<file path="config.mk">
export PLATFORM = sky130hd
export DESIGN_NAME = insulation_resistance_classifier_top
export DESIGN_NICKNAME = d
export VERILOG_FILES = /design/src/rtl/irc_pkg.sv /design/src/rtl/insulation_resistance_classifier_top.sv /design/src/rtl/irc_div.sv /design/src/rtl/irc_class.sv
export SDC_FILE = /design/constraint.sdc
export NUM_CORES = 1
export LEC_CHECK = 0
export ABC_CLOCK_PERIOD_IN_PS = 7700
export CAP_MARGIN = 25
export CORE_MARGIN = 4
export CORE_UTILIZATION = 23
export CTS_BUF_LIST = sky130_fd_sc_hd__clkbuf_8
export DETAILED_ROUTE_END_ITERATION = 6
export DONT_BUFFER_PORTS = 1
export GPL_ROUTABILITY_DRIVEN = 0
export PLACE_DENSITY_LB_ADDON = 0.08
export SLEW_MARGIN = 20
export SYNTH_ARGS = -nofsm -noshare
export SYNTH_HDL_FRONTEND = slang
export SYNTH_SLANG_ARGS = --single-unit
export TNS_END_PERCENT = 1
</file>
<file path="constraint.sdc">
create_clock -name clk -period 7.7 [get_ports clk]
set_clock_uncertainty 0.2 [all_clocks]
set_input_delay 0 -clock clk [delete_from_list [all_inputs] [get_ports clk]]
set_output_delay 0 -clock clk [all_outputs]
set_load 0.02 [all_outputs]
</file>
<file path="src/rtl/irc_pkg.sv">
// Shared types, widths and codes for the insulation resistance classifier.
package irc_pkg;

  // Field widths
  localparam int CH_FIELD_W = 1;
  localparam int DEV_W      = 3;
  localparam int CODE_W     = 16;
  localparam int RATIO_W    = 26;
  localparam int LIMIT_W    = 20;
  localparam int STATUS_W   = 3;
  localparam int CFG_IDX_W  = 2;
  localparam int CFG_DATA_W = 20;

  // Serial divider sizing
  localparam int NUM_W     = RATIO_W;
  localparam int DEN_W     = 13;
  localparam int STEP_W    = $clog2(NUM_W + 1);
  localparam int BUS_STEPS = CODE_W;

  // Scaling constants
  localparam int unsigned OVERRANGE_VALUE = 600 * 1000;
  localparam int unsigned KOHM_SCALE      = 1000;
  localparam int unsigned DECI            = 10;

  localparam int CHANNELS_DEFAULT = 2;

  // Monitor device states
  localparam logic [DEV_W-1:0] DEV_INVALID  = 3'd0;
  localparam logic [DEV_W-1:0] DEV_CHECKING = 3'd1;
  localparam logic [DEV_W-1:0] DEV_VALID    = 3'd2;
  localparam logic [DEV_W-1:0] DEV_SELFTEST = 3'd3;

  // Channel status codes
  localparam logic [STATUS_W-1:0] ST_INVALID  = 3'd0;
  localparam logic [STATUS_W-1:0] ST_CHECKING = 3'd1;
  localparam logic [STATUS_W-1:0] ST_VALID    = 3'd2;
  localparam logic [STATUS_W-1:0] ST_FAULT    = 3'd3;
  localparam logic [STATUS_W-1:0] ST_WARN     = 3'd4;

  // Register indexes
  localparam logic [CFG_IDX_W-1:0] REG_FAULT_LIMIT    = 2'd0;
  localparam logic [CFG_IDX_W-1:0] REG_WARN_LIMIT     = 2'd1;
  localparam logic [CFG_IDX_W-1:0] REG_INVALID_CODE   = 2'd2;
  localparam logic [CFG_IDX_W-1:0] REG_OVERRANGE_CODE = 2'd3;

  localparam logic [LIMIT_W-1:0] FAULT_LIMIT_RST    = 20'd100;
  localparam logic [LIMIT_W-1:0] WARN_LIMIT_RST     = 20'd500;
  localparam logic [CODE_W-1:0]  INVALID_CODE_RST   = 16'd65535;
  localparam logic [CODE_W-1:0]  OVERRANGE_CODE_RST = 16'd65534;

  typedef struct packed {
    logic [CH_FIELD_W-1:0] channel;
    logic [DEV_W-1:0]      device_state;
    logic [CODE_W-1:0]     pos_kohm;
    logic [CODE_W-1:0]     neg_kohm;
    logic [CODE_W-1:0]     bus_decivolt;
  } in_item_t;

  typedef struct packed {
    logic [STATUS_W-1:0] channel_status;
    logic [RATIO_W-1:0]  pos_ohm_per_volt;
    logic [RATIO_W-1:0]  neg_ohm_per_volt;
    logic                pos_fault;
    logic                neg_fault;
    logic                pos_warn;
    logic                neg_warn;
    logic                selftest_fault;
  } out_item_t;

  typedef struct packed {
    logic selftest;
    logic neg_warn;
    logic pos_warn;
    logic neg_fault;
    logic pos_fault;
  } flags_t;

  typedef struct packed {
    logic [LIMIT_W-1:0] fault_limit;
    logic [LIMIT_W-1:0] warn_limit;
    logic [CODE_W-1:0]  invalid_code;
    logic [CODE_W-1:0]  overrange_code;
  } cfg_t;

  typedef struct packed {
    logic              start;
    logic [STEP_W-1:0] steps;
  } div_cmd_t;

  typedef struct packed {
    logic busy;
    logic done;
  } div_sts_t;

endpackage

</file>
<file path="src/rtl/insulation_resistance_classifier_top.sv">
// Top level: report intake, divider sequencing, per-channel state and result register.
// Valid-state report: the shared bit-serial divider first forms bus/10, then the ratio
// of each pole over those volts, before the result is stored; no new report is taken
// until the current one is finished and the state is back to idle.
// Other device states: the result is stored without using the divider.
// A full output register stalls the update until the beat is taken.
// Synchronous reset clears channel status to invalid, all flags, and the registers to defaults.
module insulation_resistance_classifier_top #(
  parameter int CHANNELS = irc_pkg::CHANNELS_DEFAULT
) (
  input  logic                           clk,
  input  logic                           rst_n,
  input  logic                           in_valid,
  output logic                           in_ready,
  input  irc_pkg::in_item_t              in_data,
  output logic                           out_valid,
  input  logic                           out_ready,
  output irc_pkg::out_item_t             out_data,
  input  logic                           cfg_we,
  input  logic [irc_pkg::CFG_IDX_W-1:0]  cfg_index,
  input  logic [irc_pkg::CFG_DATA_W-1:0] cfg_data
);
  import irc_pkg::*;

  localparam int CH_W = (CHANNELS > 1) ? $clog2(CHANNELS) : 1;

  localparam logic [2:0] S_IDLE  = 3'd0;
  localparam logic [2:0] S_VOLT  = 3'd1;
  localparam logic [2:0] S_POS   = 3'd2;
  localparam logic [2:0] S_NEG   = 3'd3;
  localparam logic [2:0] S_CLASS = 3'd4;

  logic [2:0]         state_r, state_nxt;
  cfg_t               cfg_r;
  in_item_t           item_r;
  logic [DEN_W-1:0]   volts_r;
  logic [RATIO_W-1:0] pv_r, pv_nxt;
  logic [RATIO_W-1:0] nv_r, nv_nxt;
  logic               out_valid_r;
  out_item_t          out_data_r;

  logic [STATUS_W-1:0] status_r [CHANNELS];
  flags_t              flags_r  [CHANNELS];

  logic            in_acc;
  logic            ch_ok;
  logic            out_free;
  logic            store_we;
  logic [CH_W-1:0] idx;

  div_cmd_t         div_cmd;
  div_sts_t         div_sts;
  logic [NUM_W-1:0] div_num;
  logic [DEN_W-1:0] div_den;
  logic [NUM_W-1:0] div_quot;

  logic                pos_bad, neg_bad;
  logic [STATUS_W-1:0] st_new;
  flags_t              fl_new;

  function automatic logic [RATIO_W-1:0] pole_value(
    input logic [CODE_W-1:0]  code,
    input logic [NUM_W-1:0]   quotient,
    input logic [DEN_W-1:0]   volts,
    input cfg_t               cfg
  );
    logic [RATIO_W-1:0] v;
    if (code == cfg.invalid_code) begin
      v = '0;
    end else if (code == cfg.overrange_code) begin
      v = RATIO_W'(OVERRANGE_VALUE);
    end else if (code == '0 || volts == '0) begin
      v = '0;
    end else begin
      v = quotient;
    end
    return v;
  endfunction

  function automatic logic [NUM_W-1:0] kohm_to_ohm(input logic [CODE_W-1:0] code);
    return NUM_W'(code) * NUM_W'(KOHM_SCALE);
  endfunction

  assign in_ready = (state_r == S_IDLE);
  assign in_acc   = in_valid && in_ready;
  assign ch_ok    = (int'(in_data.channel) < CHANNELS);
  assign out_free = !out_valid_r || out_ready;
  assign store_we = (state_r == S_CLASS) && out_free;
  assign idx      = CH_W'(item_r.channel);

  assign pos_bad = (item_r.pos_kohm == cfg_r.invalid_code);
  assign neg_bad = (item_r.neg_kohm == cfg_r.invalid_code);

  // divider launches: bus/10 at intake, then each pole over the captured volts
  always_comb begin
    div_cmd.start = 1'b0;
    div_cmd.steps = STEP_W'(NUM_W);
    div_num       = kohm_to_ohm(item_r.pos_kohm);
    div_den       = volts_r;
    state_nxt     = state_r;
    pv_nxt        = pv_r;
    nv_nxt        = nv_r;
    unique case (state_r)
      S_IDLE: begin
        if (in_acc && ch_ok) begin
          pv_nxt = '0;
          nv_nxt = '0;
          if (in_data.device_state == DEV_VALID) begin
            div_cmd.start = 1'b1;
            div_cmd.steps = STEP_W'(BUS_STEPS);
            div_num       = {in_data.bus_decivolt, {(NUM_W - CODE_W){1'b0}}};
            div_den       = DEN_W'(DECI);
            state_nxt     = S_VOLT;
          end else begin
            state_nxt = S_CLASS;
          end
        end
      end
      S_VOLT: begin
        if (div_sts.done) begin
          div_cmd.start = 1'b1;
          div_num       = kohm_to_ohm(item_r.pos_kohm);
          div_den       = div_quot[DEN_W-1:0];
          state_nxt     = S_POS;
        end
      end
      S_POS: begin
        if (div_sts.done) begin
          pv_nxt        = pole_value(item_r.pos_kohm, div_quot, volts_r, cfg_r);
          div_cmd.start = 1'b1;
          div_num       = kohm_to_ohm(item_r.neg_kohm);
          div_den       = volts_r;
          state_nxt     = S_NEG;
        end
      end
      S_NEG: begin
        if (div_sts.done) begin
          nv_nxt    = pole_value(item_r.neg_kohm, div_quot, volts_r, cfg_r);
          state_nxt = S_CLASS;
        end
      end
      S_CLASS: begin
        if (out_free) state_nxt = S_IDLE;
      end
      default: state_nxt = S_IDLE;
    endcase
  end

  irc_div u_div (
    .clk  (clk),
    .rst_n(rst_n),
    .cmd  (div_cmd),
    .num  (div_num),
    .den  (div_den),
    .sts  (div_sts),
    .quot (div_quot)
  );

  irc_class u_class (
    .dev_state(item_r.device_state),
    .pv       (pv_r),
    .nv       (nv_r),
    .pos_bad  (pos_bad),
    .neg_bad  (neg_bad),
    .cfg      (cfg_r),
    .st_old   (status_r[idx]),
    .fl_old   (flags_r[idx]),
    .st_new   (st_new),
    .fl_new   (fl_new)
  );

  always_ff @(posedge clk) begin
    if (!rst_n) begin
      state_r     <= S_IDLE;
      out_valid_r <= 1'b0;
      cfg_r.fault_limit    <= FAULT_LIMIT_RST;
      cfg_r.warn_limit     <= WARN_LIMIT_RST;
      cfg_r.invalid_code   <= INVALID_CODE_RST;
      cfg_r.overrange_code <= OVERRANGE_CODE_RST;
      for (int i = 0; i < CHANNELS; i++) begin
        status_r[i] <= ST_INVALID;
        flags_r[i]  <= '0;
      end
    end else begin
      state_r <= state_nxt;
      if (store_we) begin
        status_r[idx] <= st_new;
        flags_r[idx]  <= fl_new;
        out_valid_r   <= 1'b1;
      end else if (out_ready) begin
        out_valid_r <= 1'b0;
      end
      if (cfg_we) begin
        unique case (cfg_index)
          REG_FAULT_LIMIT:    cfg_r.fault_limit    <= cfg_data[LIMIT_W-1:0];
          REG_WARN_LIMIT:     cfg_r.warn_limit     <= cfg_data[LIMIT_W-1:0];
          REG_INVALID_CODE:   cfg_r.invalid_code   <= cfg_data[CODE_W-1:0];
          REG_OVERRANGE_CODE: cfg_r.overrange_code <= cfg_data[CODE_W-1:0];
        endcase
      end
    end
  end

  always_ff @(posedge clk) begin
    if (in_acc) item_r <= in_data;
    if (div_sts.done && state_r == S_VOLT) volts_r <= div_quot[DEN_W-1:0];
    pv_r <= pv_nxt;
    nv_r <= nv_nxt;
    if (store_we) begin
      out_data_r.channel_status   <= st_new;
      out_data_r.pos_ohm_per_volt <= pv_r;
      out_data_r.neg_ohm_per_volt <= nv_r;
      out_data_r.pos_fault        <= fl_new.pos_fault;
      out_data_r.neg_fault        <= fl_new.neg_fault;
      out_data_r.pos_warn         <= fl_new.pos_warn;
      out_data_r.neg_warn         <= fl_new.neg_warn;
      out_data_r.selftest_fault   <= fl_new.selftest;
    end
  end

  assign out_valid = out_valid_r;
  assign out_data  = out_data_r;

  // intake only with the divider parked
  a_idle_div: assert property (@(posedge clk) disable iff (!rst_n)
    in_ready |-> !div_sts.busy)
    else $error("report taken while divider busy");

  a_done_state: assert property (@(posedge clk) disable iff (!rst_n)
    div_sts.done |-> (state_r == S_VOLT || state_r == S_POS || state_r == S_NEG))
    else $error("divider finished outside a divide state");

  a_result_out: assert property (@(posedge clk) disable iff (!rst_n)
    store_we |=> out_valid && state_r == S_IDLE)
    else $error("channel update without a result beat");

  a_ratio_zero: assert property (@(posedge clk) disable iff (!rst_n)
    (state_r == S_CLASS && item_r.device_state != DEV_VALID) |-> (pv_r == '0 && nv_r == '0))
    else $error("ratio left over from an earlier report");

  for (genvar g = 0; g < CHANNELS; g++) begin : g_sticky
    a_fault_sticky: assert property (@(posedge clk) disable iff (!rst_n)
      (flags_r[g].pos_fault && flags_r[g].neg_fault && flags_r[g].selftest)
        |=> (flags_r[g].pos_fault && flags_r[g].neg_fault && flags_r[g].selftest))
      else $error("sticky flag cleared");
  end

endmodule

</file>
<file path="src/rtl/irc_div.sv">
// Restoring divider, one quotient bit per cycle, numerator fed MSB first.
module irc_div (
  input  logic                       clk,
  input  logic                       rst_n,
  input  irc_pkg::div_cmd_t          cmd,
  input  logic [irc_pkg::NUM_W-1:0]  num,
  input  logic [irc_pkg::DEN_W-1:0]  den,
  output irc_pkg::div_sts_t          sts,
  output logic [irc_pkg::NUM_W-1:0]  quot
);
  import irc_pkg::*;

  logic [NUM_W-1:0]  num_r, num_nxt;
  logic [DEN_W-1:0]  den_r, den_nxt;
  logic [DEN_W-1:0]  rem_r, rem_nxt;
  logic [NUM_W-1:0]  quot_r, quot_nxt;
  logic [STEP_W-1:0] cnt_r, cnt_nxt;
  logic              busy_r, busy_nxt;
  logic              done_r, done_nxt;

  logic [DEN_W:0] rem_sh;
  logic [DEN_W:0] rem_diff;
  logic           take;

  assign rem_sh   = {rem_r, num_r[NUM_W-1]};
  assign rem_diff = rem_sh - {1'b0, den_r};
  assign take     = (rem_sh >= {1'b0, den_r});

  always_comb begin
    num_nxt  = num_r;
    den_nxt  = den_r;
    rem_nxt  = rem_r;
    quot_nxt = quot_r;
    cnt_nxt  = cnt_r;
    busy_nxt = busy_r;
    done_nxt = 1'b0;
    if (cmd.start) begin
      num_nxt  = num;
      den_nxt  = den;
      rem_nxt  = '0;
      quot_nxt = '0;
      cnt_nxt  = cmd.steps;
      busy_nxt = 1'b1;
    end else if (busy_r) begin
      num_nxt  = {num_r[NUM_W-2:0], 1'b0};
      rem_nxt  = take ? rem_diff[DEN_W-1:0] : rem_sh[DEN_W-1:0];
      quot_nxt = {quot_r[NUM_W-2:0], take};
      cnt_nxt  = cnt_r - STEP_W'(1);
      if (cnt_r == STEP_W'(1)) begin
        busy_nxt = 1'b0;
        done_nxt = 1'b1;
      end
    end
  end

  always_ff @(posedge clk) begin
    if (!rst_n) begin
      cnt_r  <= '0;
      busy_r <= 1'b0;
      done_r <= 1'b0;
    end else begin
      cnt_r  <= cnt_nxt;
      busy_r <= busy_nxt;
      done_r <= done_nxt;
    end
  end

  always_ff @(posedge clk) begin
    num_r  <= num_nxt;
    den_r  <= den_nxt;
    rem_r  <= rem_nxt;
    quot_r <= quot_nxt;
  end

  assign sts.busy = busy_r;
  assign sts.done = done_r;
  assign quot     = quot_r;

endmodule

</file>
<file path="src/rtl/irc_class.sv">
// Next channel status and flags from the device state and the two pole ratios.
module irc_class (
  input  logic [irc_pkg::DEV_W-1:0]    dev_state,
  input  logic [irc_pkg::RATIO_W-1:0]  pv,
  input  logic [irc_pkg::RATIO_W-1:0]  nv,
  input  logic                         pos_bad,
  input  logic                         neg_bad,
  input  irc_pkg::cfg_t                cfg,
  input  logic [irc_pkg::STATUS_W-1:0] st_old,
  input  irc_pkg::flags_t              fl_old,
  output logic [irc_pkg::STATUS_W-1:0] st_new,
  output irc_pkg::flags_t              fl_new
);
  import irc_pkg::*;

  logic [RATIO_W-1:0] fault_lim;
  logic [RATIO_W-1:0] warn_lim;

  assign fault_lim = RATIO_W'(cfg.fault_limit);
  assign warn_lim  = RATIO_W'(cfg.warn_limit);

  always_comb begin
    st_new = st_old;
    fl_new = fl_old;
    case (dev_state)
      DEV_INVALID:  st_new = ST_INVALID;
      DEV_CHECKING: st_new = ST_CHECKING;
      DEV_VALID: begin
        if (pos_bad) begin
          st_new           = ST_FAULT;
          fl_new.pos_fault = 1'b1;
        end
        if (neg_bad) begin
          st_new           = ST_FAULT;
          fl_new.neg_fault = 1'b1;
        end
        // warning drops on first fault latch, or with both poles >= warn limit
        if (pv < fault_lim) begin
          st_new = ST_FAULT;
          if (!fl_new.pos_fault) begin
            fl_new.pos_fault = 1'b1;
            fl_new.pos_warn  = 1'b0;
          end
        end else if (pv < warn_lim) begin
          st_new          = ST_WARN;
          fl_new.pos_warn = 1'b1;
        end
        if (nv < fault_lim) begin
          st_new = ST_FAULT;
          if (!fl_new.neg_fault) begin
            fl_new.neg_fault = 1'b1;
            fl_new.neg_warn  = 1'b0;
          end
        end else if (nv < warn_lim) begin
          st_new          = ST_WARN;
          fl_new.neg_warn = 1'b1;
        end
        if (pv >= warn_lim && nv >= warn_lim) begin
          st_new          = ST_VALID;
          fl_new.pos_warn = 1'b0;
          fl_new.neg_warn = 1'b0;
        end
      end
      DEV_SELFTEST: begin
        st_new          = ST_FAULT;
        fl_new.selftest = 1'b1;
      end
      default: ;
    endcase
  end

endmodule
</file>
==> run summary <==
Crit-path cells: inv_1, fa_1, fa_1, fa_1, fa_1, inv_1, ha_1, nand2_1, o211a_1, o31ai_1, a21boi_0, xor2_1, o22ai_1, o22ai_1, dlygate4sd3_1, nor2_1
Setup crit end: u_div.num_r[17]$_DFFE_PP_
Power Total: 7.46 mW
Peak VDD IR: 0.133 mV
Pin count of the biggest net entering global routing: 85
Sequential fraction of the synthesis area: 0.414
Internal reg-to-reg setup slack: 1.90 ns
Cell taking the most area after synthesis: edfxtp_1
RSZ-0062 raised after global routing: false
Mux contribution to synthesized area: 0.0213
CTS sink cnt: 336
Synthesized area: 0.0214 sq mm
Core area: 0.0919 sq mm
Setup TNS: 0 ns
GR Overflow Total: 0
Post-synth EDFFs: 213
H-tree depth: 3
Final setup margin: 1.90 ns
Most common cell in the netlist: inv_1
Die H: 313 um
Largest family of logic cells by synthesized area: adder cells
Starting Density: 0.233
Worst EP required: 7.90 ns
IO Count: 141
FP Rows: 111
Top post-synthesis cells by area: edfxtp_1 30%, ha_1 12%, dfxtp_1 12%, fa_1 10%, inv_1 4.2%
Fmax: 172 MHz
CP max stage cell: fa_1
Critical Path Max Stage Delay: 0.60 ns
Initial antenna violation count: 5
Synth cell types: 85
R2R cell count: 16
Reg2reg end: u_div.num_r[17]$_DFFE_PP_
Number of synthesized register bits: 336
Simple-gate area share of the yosys netlist: 0.127
CTS max path bufs: 3
Clock transition at path regs: 0.06 ns
Initial DRC count: 895
Final setup viols: 0
Post-Route WL: 71300 um
Die X: 313 um
FF+latch area: 0.00886 sq mm
Compound-Gate Fraction of Synth Area: 0.113
Crit start category: register
Post-route minimum period: 5.80 ns
CTS root buf: clkbuf_8
Final Util: 0.285
Vias after detailed routing: 15754
Fill count: 9666
DR vias/cell: 4.44
Worst skew pair latency: 0.67 ns
Hold slack final: 0.0801 ns
Kind of critical path: register to register
Place WS: 2.08 ns
Vias in the first global route: 16283
Wire per inst: 20.1 um
Syn. warnings: 0
DRC errors left: 0
LEAKAGE: 10.8 nW
CTS buffer count: 69
Cell repeated most along the worst path: fa_1
Outcome: finished clean
Global-route wire length before repair: 107000 um
Xor/xnor share of the synthesized area: 0.0438
Cells after Synth: 2034
Area of the multi-input gates: 0.0114 sq mm
Mapped Nets: 2435
Area growth, synth to finish: 22.4%
Post-Place Cell Area: 0.0229 sq mm
Share of cells above drive strength 1: 0.0646
Post-synth top flop: edfxtp_1
Max FO, Critical Path: 7
All-Layer GR Usage: 0.145
Syn Area/Cell: 10.5 sq um
TritonRoute pass-1 iters: 5
Fraction of registers with async set/reset: 0
CTS tree: yes
Nets: 2654
Post-synth top cells: 242 x inv_1, 213 x edfxtp_1, 213 x ha_1
# port buffers: 0
Yosys top cell area share: 0.299
CP endpoint kind: register
HPWL after DPL: 54600 um
Placed cells: 3232
Total die area: 0.0980 sq mm
Relative slew slack: 0.333
Reg2reg start: item_r[33]$_DFFE_PP_
Post-synthesis adder-cell area fraction: 0.226
Fin. Hold Viols: 0
Period utilisation layout: 0.753
Fin area: 0.0262 sq mm
Worst min path class: input pin to register
Non-filler cells, final: 3552
Antenna Nets Post-Route: 0
Worst slew pin tran: 1.00 ns
Arrival time of the worst setup path: 6.01 ns
CTS resizes: 0
Cell Pwr Density: 285 mW/mm^2
Slew Viols, Final: 0
Critical Path Source: item_r[33]$_DFFE_PP_
Max cap viols: 0
[critical path, delay by kind of cell (launching register included)]
kind                     cells  cell delay, ns
adder cells (fa/ha/maj)      5            2.41
AO/OA/AOI/OAI                5            1.20
buffers and inverters        3            0.76
flip-flops                   1            0.58
XOR/XNOR                     1            0.28
AND/OR/NAND/NOR              2            0.14
[logic make-up (layout without fill, tap and decap cells)]
kind of cell,count (synthesis),count (layout)
AOI/OAI and AO/OA,349,349
xor gates and xnor gates,107,107
adders and majority gates,322,322
buffers and inverters,306,579
DFF,336,336
muxes,45,45
other,0,2
and+or+nand+nor,569,569
[worst min path at each step]
stage,start,to,slack (ns),cells after the start
final,cfg_data[6],cfg_r[6]$_SDFFE_PN1P_,0.08,3
after global routing,cfg_data[6],cfg_r[38]$_SDFFE_PN1P_,0.06,3
after CTS,cfg_data[6],cfg_r[6]$_SDFFE_PN1P_,0.005,3
after detailed placement,rst_n,cfg_r[5]$_SDFFE_PN1P_,-0.10,1
after global placement,rst_n,cfg_r[8]$_SDFFE_PN1P_,-0.10,1
after floorplan,in_data[51],idx$_DFFE_PP_,-0.10,0
[registers in the layout, indices dropped and copies added, names as in the netlist, 3 cells and up, named ones only]
signal / flops
u_div.cnt_r: 5
u_div.rem_r: 13
out_data: 60
pv_r: 26
u_div.quot: 26
volts_r: 13
cfg_r: 72
u_div.den_r: 13
item_r: 35
state_r: 3
u_div.num_r: 23
status_r: 6
flags_r: 10
nv_r: 26
[layer usage]
layer | vias to the layer above | wire (um) | global-route usage | part of all wire
met1 | 7730 | 34700 | 0.205 | 0.49
met4 | 0 | 1540 | 0.0358 | 0.022
met3 | 97 | 3360 | 0.0290 | 0.047
met5 | - | 0 | 0 | 0
met2 | 349 | 31700 | 0.227 | 0.44
li1 | 7578 | - | - | -
[final cells by class]
type,instances,area share
diodes,2,0.000191
repair buffers,211,0.0805
flip-flops and latches,336,0.338
multi-input cells,1392,0.437
clock buffers,77,0.0405
well taps,1243,0.0594
clock inverters,48,0.00998
inverters,243,0.0348
[report_power, final]
group          switching, mW  total (mW)  internal [mW]
logic                   1.94        3.35           1.40
registers              0.205        2.29           2.08
clock network          0.865        1.82          0.958
[repair_timing]
item | CTS | global route
endpoints found under the hold margin | 256 | 0
buffers inserted | 0 | 0
hold buffers | 192 | 0
[layout by cell type (no fill, tap or decap), drive strengths merged, types with 9 or more instances in the layout]
master and instances:
inv 258, ha 213, edfxtp 213, nand2 203, dlygate4sd3 191, dfxtp 123, nor2 123, fa 109
a21oi 85, clkbuf 77, xor2 62, nand3 56, o21ai 52, and3 45, xnor2 45, a21o 43
mux2i 41, a21boi 39, clkinv 30, nand4 29, nor4 22, buf 20, nor3 19, nor2b 18
o211ai 17, nand2b 14, a221oi 12, a22o 11, o21a 10, a211oi 10, or3 9, a31oi 9
o22ai 9
Note: power is estimated with default switching activity, not from simulation.
